[src/hdl/led_pkg.sv]
// shared types and constants for the levenshtein edit distance block
package led_pkg;

	localparam int MAX_LEN     = 32;
	localparam int SYMBOL_BITS = 8;
	localparam int LEN_W       = $clog2(MAX_LEN + 1);
	localparam int DIST_W      = 6;

	typedef struct packed {
		logic       command;
		logic       has_symbol;
		logic [7:0] symbol;
		logic       last;
	} in_word_t;

	typedef struct packed {
		logic [DIST_W-1:0] distance;
		logic              overflow;
	} out_word_t;

	// wavefront token handed from cell to cell
	typedef struct packed {
		logic                   valid;
		logic                   compute;
		logic [SYMBOL_BITS-1:0] sym;
		logic [LEN_W-1:0]       left;
		logic [LEN_W-1:0]       diag;
		logic                   fin;
		logic [LEN_W-1:0]       cnt;
		logic                   done;
		logic [LEN_W-1:0]       edit_dist;
		logic                   ovf;
	} tok_t;

	// first-word symbol write
	typedef struct packed {
		logic                   en;
		logic [LEN_W-1:0]       pos;
		logic [SYMBOL_BITS-1:0] sym;
	} wr_t;

endpackage

[src/hdl/led_in_if.sv]
// input word channel
interface led_in_if;
	logic               valid;
	logic               ready;
	led_pkg::in_word_t  data;

	modport source (output valid, output data, input ready);
	modport sink (input valid, input data, output ready);
endinterface

[src/hdl/led_out_if.sv]
// result word channel
interface led_out_if;
	logic               valid;
	logic               ready;
	led_pkg::out_word_t data;

	modport source (output valid, output data, input ready);
	modport sink (input valid, input data, output ready);
endinterface

[src/hdl/led_cell.sv]
// one cell of the chain: a first-word symbol and its column of the dp row
module led_cell (
	input  logic                     clk,
	input  logic                     arst_n,
	input  logic [led_pkg::LEN_W-1:0] pos,
	input  led_pkg::wr_t             wr,
	input  led_pkg::tok_t            tok_in,
	output led_pkg::tok_t            tok_out
);

	logic [led_pkg::SYMBOL_BITS-1:0] sym_q;
	logic [led_pkg::LEN_W-1:0]       dp_q;
	logic [led_pkg::LEN_W-1:0]       min_ld;
	logic [led_pkg::LEN_W-1:0]       min_all;
	logic [led_pkg::LEN_W-1:0]       next;
	led_pkg::tok_t                   tok_d;
	led_pkg::tok_t                   tok_q;

	always_comb begin
		min_ld  = (tok_in.left < tok_in.diag) ? tok_in.left : tok_in.diag;
		min_all = (dp_q < min_ld) ? dp_q : min_ld;
		if (tok_in.valid && tok_in.compute) begin
			if (sym_q == tok_in.sym)
				next = tok_in.diag;
			else
				next = min_all + led_pkg::LEN_W'(1);
		end else begin
			next = dp_q;
		end

		tok_d      = tok_in;
		tok_d.left = next;
		tok_d.diag = dp_q;
		if (tok_in.fin) begin
			// closing token: the cell that sees a count of one sits at the end of the first word
			if (tok_in.cnt == led_pkg::LEN_W'(1) && !tok_in.done) begin
				tok_d.done      = 1'b1;
				tok_d.edit_dist = next;
			end
			if (tok_in.cnt != '0)
				tok_d.cnt = tok_in.cnt - led_pkg::LEN_W'(1);
		end
	end

	always_ff @(posedge clk or negedge arst_n) begin
		if (!arst_n) begin
			dp_q  <= pos;
			tok_q <= '0;
		end else begin
			tok_q <= tok_d;
			if (tok_in.valid) begin
				// the closing word restores row zero behind itself
				dp_q <= tok_in.fin ? pos : next;
			end
		end
	end

	always_ff @(posedge clk) begin
		if (wr.en && wr.pos == pos)
			sym_q <= wr.sym;
	end

	assign tok_out = tok_q;

endmodule

[src/hdl/led_ctrl.sv]
// input handling: word lengths, symbol writes and wavefront launch
module led_ctrl (
	input  logic          clk,
	input  logic          arst_n,
	led_in_if.sink        item,
	input  logic          out_free,
	output led_pkg::tok_t tok,
	output led_pkg::wr_t  wr
);

	logic [led_pkg::LEN_W-1:0] first_len_q;
	logic [led_pkg::LEN_W-1:0] second_len_q;
	logic                      loading_q;
	logic                      ovf_q;
	logic [led_pkg::LEN_W-1:0] drain_q;
	led_pkg::tok_t             tok_d;
	led_pkg::tok_t             tok_q;
	logic                      final_item;
	logic                      acc;
	logic                      first_room;
	logic                      second_room;
	logic                      compute;
	logic [led_pkg::LEN_W-1:0] second_next;

	assign final_item  = item.data.command && item.data.last && loading_q;
	assign item.ready  = (drain_q == '0) && (!final_item || out_free);
	assign acc         = item.valid && item.ready;
	assign first_room  = first_len_q < led_pkg::LEN_W'(led_pkg::MAX_LEN);
	assign second_room = second_len_q < led_pkg::LEN_W'(led_pkg::MAX_LEN);
	assign compute     = item.data.has_symbol && second_room;
	assign second_next = compute ? second_len_q + led_pkg::LEN_W'(1) : second_len_q;

	always_comb begin
		wr.en  = acc && !item.data.command && !loading_q && item.data.has_symbol && first_room;
		wr.pos = first_len_q + led_pkg::LEN_W'(1);
		wr.sym = item.data.symbol[led_pkg::SYMBOL_BITS-1:0];
	end

	always_comb begin
		tok_d           = '0;
		tok_d.compute   = compute;
		tok_d.sym       = item.data.symbol[led_pkg::SYMBOL_BITS-1:0];
		tok_d.left      = second_len_q + led_pkg::LEN_W'(1);
		tok_d.diag      = second_len_q;
		tok_d.fin       = item.data.last;
		tok_d.cnt       = first_len_q;
		// empty first word: the distance is the second word's length
		tok_d.done      = first_len_q == '0;
		tok_d.edit_dist = second_next;
		tok_d.ovf       = ovf_q || (item.data.has_symbol && !second_room);
		tok_d.valid     = acc && item.data.command && loading_q && (compute || item.data.last);
	end

	always_ff @(posedge clk or negedge arst_n) begin
		if (!arst_n) begin
			first_len_q  <= '0;
			second_len_q <= '0;
			loading_q    <= 1'b0;
			ovf_q        <= 1'b0;
			drain_q      <= '0;
			tok_q        <= '0;
		end else begin
			tok_q <= tok_d;
			if (drain_q != '0)
				drain_q <= drain_q - led_pkg::LEN_W'(1);
			if (acc) begin
				if (!item.data.command) begin
					if (!loading_q) begin
						if (item.data.has_symbol) begin
							if (first_room)
								first_len_q <= first_len_q + led_pkg::LEN_W'(1);
							else
								ovf_q <= 1'b1;
						end
						if (item.data.last)
							loading_q <= 1'b1;
					end
				end else if (loading_q) begin
					if (item.data.last) begin
						first_len_q  <= '0;
						second_len_q <= '0;
						loading_q    <= 1'b0;
						ovf_q        <= 1'b0;
						drain_q      <= led_pkg::LEN_W'(led_pkg::MAX_LEN);
					end else begin
						second_len_q <= second_next;
						if (item.data.has_symbol && !second_room)
							ovf_q <= 1'b1;
					end
				end
			end
		end
	end

	assign tok = tok_q;

	a_drain_blocks: assert property (@(posedge clk) disable iff (!arst_n)
		drain_q != '0 |-> !item.ready)
		else $error("word taken while the chain drains");

	a_drain_start: assert property (@(posedge clk) disable iff (!arst_n)
		acc && final_item |=> drain_q == led_pkg::LEN_W'(led_pkg::MAX_LEN))
		else $error("drain not started after closing word");

	a_len_bound: assert property (@(posedge clk) disable iff (!arst_n)
		first_len_q <= led_pkg::LEN_W'(led_pkg::MAX_LEN) &&
		second_len_q <= led_pkg::LEN_W'(led_pkg::MAX_LEN))
		else $error("word length beyond limit");

endmodule

[src/hdl/levenshtein_edit_distance_top.sv]
// levenshtein edit distance: controller, chain of cells and result register
//
// item channel (valid/ready, sink): each word carries command, has_symbol,
// symbol and last. first-word words (command 0) store one symbol each in the
// next cell of the chain; second-word words (command 1) launch a token that
// walks the chain one cell per cycle and updates the dp row behind it.
// second-word symbols are taken back to back, one per cycle.
// the second word's last word launches a closing token; the result word
// (distance, overflow) appears on the result channel once that token has passed
// the controller's token register, each of the MAX_LEN cells and the output
// register. while that token drains the item channel is not ready, and the
// closing token restores row zero in each cell.
// symbols past MAX_LEN are dropped and flag overflow.
// a finished result waits in the output register while the receiver stalls;
// words keep being taken, except a closing word, which waits for a free slot.
// reset (arst_n low) empties both words, sets row zero and drops any result.
module levenshtein_edit_distance_top (
	input  logic      clk,
	input  logic      arst_n,
	led_in_if.sink    item,
	led_out_if.source result
);

	led_pkg::tok_t chain [led_pkg::MAX_LEN+1];
	led_pkg::wr_t  wr;
	led_pkg::tok_t end_tok;
	logic          out_valid_q;
	logic          out_free;
	led_pkg::out_word_t out_q;

	assign out_free = !out_valid_q || result.ready;

	led_ctrl u_ctrl (
		.clk      (clk),
		.arst_n   (arst_n),
		.item     (item),
		.out_free (out_free),
		.tok      (chain[0]),
		.wr       (wr)
	);

	for (genvar g = 0; g < led_pkg::MAX_LEN; g++) begin : g_cell
		led_cell u_cell (
			.clk     (clk),
			.arst_n  (arst_n),
			.pos     (led_pkg::LEN_W'(g + 1)),
			.wr      (wr),
			.tok_in  (chain[g]),
			.tok_out (chain[g+1])
		);
	end

	assign end_tok = chain[led_pkg::MAX_LEN];

	always_ff @(posedge clk or negedge arst_n) begin
		if (!arst_n) begin
			out_valid_q <= 1'b0;
		end else if (end_tok.valid && end_tok.fin) begin
			out_valid_q <= 1'b1;
		end else if (result.ready) begin
			out_valid_q <= 1'b0;
		end
	end

	always_ff @(posedge clk) begin
		if (end_tok.valid && end_tok.fin) begin
			out_q.distance <= led_pkg::DIST_W'(end_tok.edit_dist);
			out_q.overflow <= end_tok.ovf;
		end
	end

	assign result.valid = out_valid_q;
	assign result.data  = out_q;

	a_no_overwrite: assert property (@(posedge clk) disable iff (!arst_n)
		end_tok.valid && end_tok.fin |-> out_free)
		else $error("result overwritten while waiting");

	a_result_source: assert property (@(posedge clk) disable iff (!arst_n)
		$rose(out_valid_q) |-> $past(end_tok.valid && end_tok.fin))
		else $error("result without closing token");

	a_closing_done: assert property (@(posedge clk) disable iff (!arst_n)
		end_tok.valid && end_tok.fin |-> end_tok.done)
		else $error("closing token left the chain without a distance");

endmodule

[src/flat_wrapper.sv]
// flat-port wrapper written by rule: the top's interface ports become plain ports
module levenshtein_edit_distance_top_flat 
  (clk, arst_n, item_valid, item_data, item_ready, result_valid, result_data, result_ready);
  led_in_if item_i ();
  led_out_if result_i ();
  input  logic clk;
  input  logic arst_n;
  input wire logic [$bits(item_i.valid)-1:0] item_valid;
  input wire logic [$bits(item_i.data)-1:0] item_data;
  output wire logic [$bits(item_i.ready)-1:0] item_ready;
  output wire logic [$bits(result_i.valid)-1:0] result_valid;
  output wire logic [$bits(result_i.data)-1:0] result_data;
  input wire logic [$bits(result_i.ready)-1:0] result_ready;
  assign item_i.valid = item_valid;
  assign item_i.data = item_data;
  assign item_ready = item_i.ready;
  assign result_valid = result_i.valid;
  assign result_data = result_i.data;
  assign result_i.ready = result_ready;
  levenshtein_edit_distance_top u_core (.clk(clk), .arst_n(arst_n), .item(item_i), .result(result_i));
endmodule
[config.mk]
export PLATFORM = sky130hd
export DESIGN_NAME = levenshtein_edit_distance_top_flat
export DESIGN_NICKNAME = d
export VERILOG_FILES = /design/src/hdl/led_pkg.sv /design/src/hdl/led_in_if.sv /design/src/hdl/led_out_if.sv /design/src/hdl/led_cell.sv /design/src/hdl/led_ctrl.sv /design/src/hdl/levenshtein_edit_distance_top.sv /design/src/flat_wrapper.sv
export SDC_FILE = /design/constraint.sdc
export NUM_CORES = 2
export LEC_CHECK = 0
export BUFFER_PORTS_ARGS = -buffer_cell sky130_fd_sc_hd__buf_2
export CORE_MARGIN = 4
export CORE_UTILIZATION = 40
export CTS_CLUSTER_DIAMETER = 80
export DETAILED_ROUTE_END_ITERATION = 10
export GPL_ROUTABILITY_DRIVEN = 0
export REMOVE_ABC_BUFFERS = 1
export SLEW_MARGIN = 0
export SYNTH_ARGS = -nofsm -noshare
export SYNTH_HDL_FRONTEND = slang
export SYNTH_SLANG_ARGS = --single-unit
[constraint.sdc]
create_clock -name clk -period 11.08 [get_ports clk]
set_input_delay 2.77 -clock clk [delete_from_list [all_inputs] [get_ports clk]]
set_output_delay 2.77 -clock clk [all_outputs]
set_load 0.005 [all_outputs]
==> results.cfg <==
[outcome]
status = complete, no violations

[power]
combPwrFrac = 0.136
power.density_nw_per_um2 = 175
clock_power_share = 0.386
p_leak_nw = 39.6
netSwitchingPower_w = 0.00430
internal_power_w = 0.0114
ir_drop_uv = 141
p_seq_frac = 0.478
switching_share = 0.274

[timing]
drv_slew = 0
period_needed_ps = 6440
worst_slew_pin_slew_ps = 1140
setup_viol = 0
hold_violations = 0
min_period_over_period = 0.581
worst_slack_ps = 4640
tns_ps = 0
rsz0062_at_grt = no
fmax_ghz = 0.155
skew_ps = 35.2
slew_headroom = 0.233

[setup_path]
worst_path_most_repeated_cell = buf_2
reg2reg_slack_ps = 5600
setup.worst_path.start_class = input pin
timing.critical_path.buf_inv = 2
cp_slowest_cell = buf_2
cp-end-kind = primary output
slowest_delay_ps = 250
worstPathArrival_ps = 3670
criticalPathCategory = input pin to primary output
crit_path_max_fanout = 13
crit_family = buffers and inverters
crit_chain = buf_2 > nand2_1 > nor3b_1 > a21oi_1 > buf_2
cp.required_ps = 8310

[layout]
drive_gt1_frac = 0.0878
seq_area_um2 = 43200
multi_input_area_um2 = 35100
area_delta_synth_final_pct = 11.5
nFillCells = 18271
final_design_area_no_fill_um2 = 89600
final_net_count = 7844
fin_util = 0.449
fin_cells = 10196

[drt]
vias_per_cell = 5.33
drtPass1Iterations = 6
num_vias = 54305
postRouteWirelength_um = 178000
drtIter0Drc = 3759
wl_per_cell_um = 17.4
drtAntennaViolNets = 0
drt_drc_violations_left = 0

[global_route]
grt_util_all_layers = 0.169
grt_first_pass_wirelength_um = 291000
antenna_found_initial = 11
first_global_vias = 54592
grt_overflow_total = 0
grt_max_degree = 189

[place]
dp_slack_ps = 4650
hpwl_um = 127000
place_inst = 9856
placed_cell_area_um2 = 83400
port_buffers = 23

[clock_tree]
clk_pin_slew_ps = 50
ctsResizeCount = 0
clock-sinks = 1669
ctsHoldBuffers = 0
post_cts_buffers = 0
numCtsBuffers = 179
cts_buffer_depth = 3
htreeDepth = 4
cts-root-buf = clkbuf_16
cts_tree = done
clk_latency_ps = 810

[die]
die_area_um2 = 208000
io_pins = 24
start_util = 0.402
num_rows = 164
die-width_um = 456
core-area_um2 = 200000
die_y_um = 456

[yosys]
ys_seq_area_frac = 0.538
yosysTopAreaCellShare = 0.413
async_reset_ff_frac = 0.842
synth_top_flop_cell = dfrtp_1
synth_edf_count = 263
synth_area_per_cell_um2 = 11.0
synth_area_um2 = 80300
netlist_top_cells_count = 1,325 x dfrtp_1, 587 x nand2_1, 571 x nor2_1
yosys_warnings = 0
synth_seq_cells = 1669
yosys.area.top_type = dfrtp_1
ys_types = 88
netlist_instances = 7298
synthMostInstantiatedCell = dfrtp_1
synth_area_leaders = dfrtp_1 41%, edfxtp_1 9.8%, ha_1 7.0%, xor2_1 3.5%, nand2_1 2.7%

[worst_hold_path]
hp-class = register to register

[flow_run]
drv_cap = 0
## worst paths after layout
check	start	to	cells after the start
min in group asynchronous	arst_n	u_core.g_cell[18].u_cell.tok_out[10]$_DFF_PN0_	1
setup / recovery	item_data[10]	item_ready	5
hold reg to reg	u_core.g_cell[23].u_cell.tok_out[0]$_DFF_PN0_	u_core.g_cell[24].u_cell.tok_out[0]$_DFF_PN0_	0
max in group asynchronous	arst_n	u_core.g_cell[11].u_cell.dp_q[0]$_DFFE_PN0P_	3
setup reg to reg	u_core.g_cell[26].u_cell.tok_out[17]$_DFF_PN0_	u_core.g_cell[27].u_cell.tok_out[5]$_DFF_PN0_	21
hold / removal	u_core.g_cell[23].u_cell.tok_out[0]$_DFF_PN0_	u_core.g_cell[24].u_cell.tok_out[0]$_DFF_PN0_	0
## per-layer routing
layer  track usage  wire, µm  up-vias
met3        0.0277      7280      305
met1         0.231     82100    26662
met4        0.0498      4800       14
met2         0.277     83300     1048
li1              -         -    26276
met5             0       100        -
## through the flow
stage          power (W)  hold slack, ps
3_5_place_dp     0.00974             336
2_1_floorplan    0.00897             331
3_3_place_gp     0.00968             335
6_report          0.0157             346
5_1_grt           0.0165             351
4_1_cts           0.0159             348
## power by group through the flow
| stage | Sequential, W | Clock [W] | Combinational (W) |
|---|---|---|---|
| floorplan | 0.00739 | 0 | 0.00158 |
| global placement | 0.00760 | 0 | 0.00208 |
| detailed placement | 0.00760 | 0 | 0.00214 |
| CTS | 0.00750 | 0.00622 | 0.00216 |
| global route | 0.00759 | 0.00649 | 0.00245 |
| finish | 0.00749 | 0.00605 | 0.00213 |
## cell type report
cell class / count / area share
antenna: 2 / 0.0000559
timing repair buffer: 43 / 0.00397
clock inverter: 82 / 0.0110
tap: 2656 / 0.0371
multi-input combinational: 5092 / 0.392
sequential: 1669 / 0.482
inverter: 396 / 0.0166
clock buffer: 256 / 0.0572
## worst register-to-register path, delay by kind of cell (launching register included)
| kind | cells | cell delay (ps) |
|---|---|---|
| DFF | 1 | 390 |
| xor gates and xnor gates | 1 | 180 |
| buffers and inverters | 2 | 130 |
| muxes | 2 | 720 |
| AOI/OAI and AO/OA | 9 | 2180 |
| and+or+nand+nor | 4 | 950 |
| adders and majority gates | 3 | 840 |
## cells by family after synthesis
logic type,Yosys count,share of synthesized area
AO/OA/AOI/OAI,1503,0.124
XOR/XNOR,532,0.0580
adder cells (fa/ha/maj),448,0.0698
buffers and inverters,537,0.0254
flip-flops,1669,0.538
multiplexers,407,0.0538
AND/OR/NAND/NOR,2202,0.131
## registers in the layout (all words and copies together) (netlist names), named ones only
name	count
u_core.g_cell.u_cell.dp_q	192
u_core.g_cell.u_cell.sym_q	256
u_core.g_cell.u_cell.tok_out	1156
u_core.result.data	7
u_core.result.valid	1
u_core.u_ctrl.drain_q	6
u_core.u_ctrl.first_len_q	6
u_core.u_ctrl.ovf_q	1
u_core.u_ctrl.second_len_q	6
u_core.u_ctrl.tok	37
## cell usage in the layout (no fill, tap or decap), types with 22 or more instances in the layout
master,synthesis,routed
nand2_1,587,587
o22a_1,24,24
nor4_1,102,101
nor3_1,147,147
nand3_1,276,276
a22o_1,28,28
dfstp_2,81,81
nor4b_1,30,30
o31ai_1,45,45
and2_1,92,92
nor2_1,571,571
buf_2,6,22
dfrtp_1,1325,1325
clkbuf_8,0,27
edfxtp_1,263,263
inv_1,395,395
mux2i_1,213,213
and3_1,62,62
nor2b_1,25,25
nand2b_1,114,114
a21o_1,188,188
xor2_1,320,320
xnor2_1,212,212
mux2_2,192,192
o21ai_0,290,290
nand4_1,65,65
clkinv_2,0,27
clkbuf_16,0,183
ha_1,448,448
a211oi_1,57,57
clkbuf_1,127,46
or3_1,50,50
a31oi_1,99,99
o21a_1,63,63
a21oi_1,376,376
o211ai_1,61,61
or2_2,22,22
Note: power is estimated with default switching activity, not from simulation.
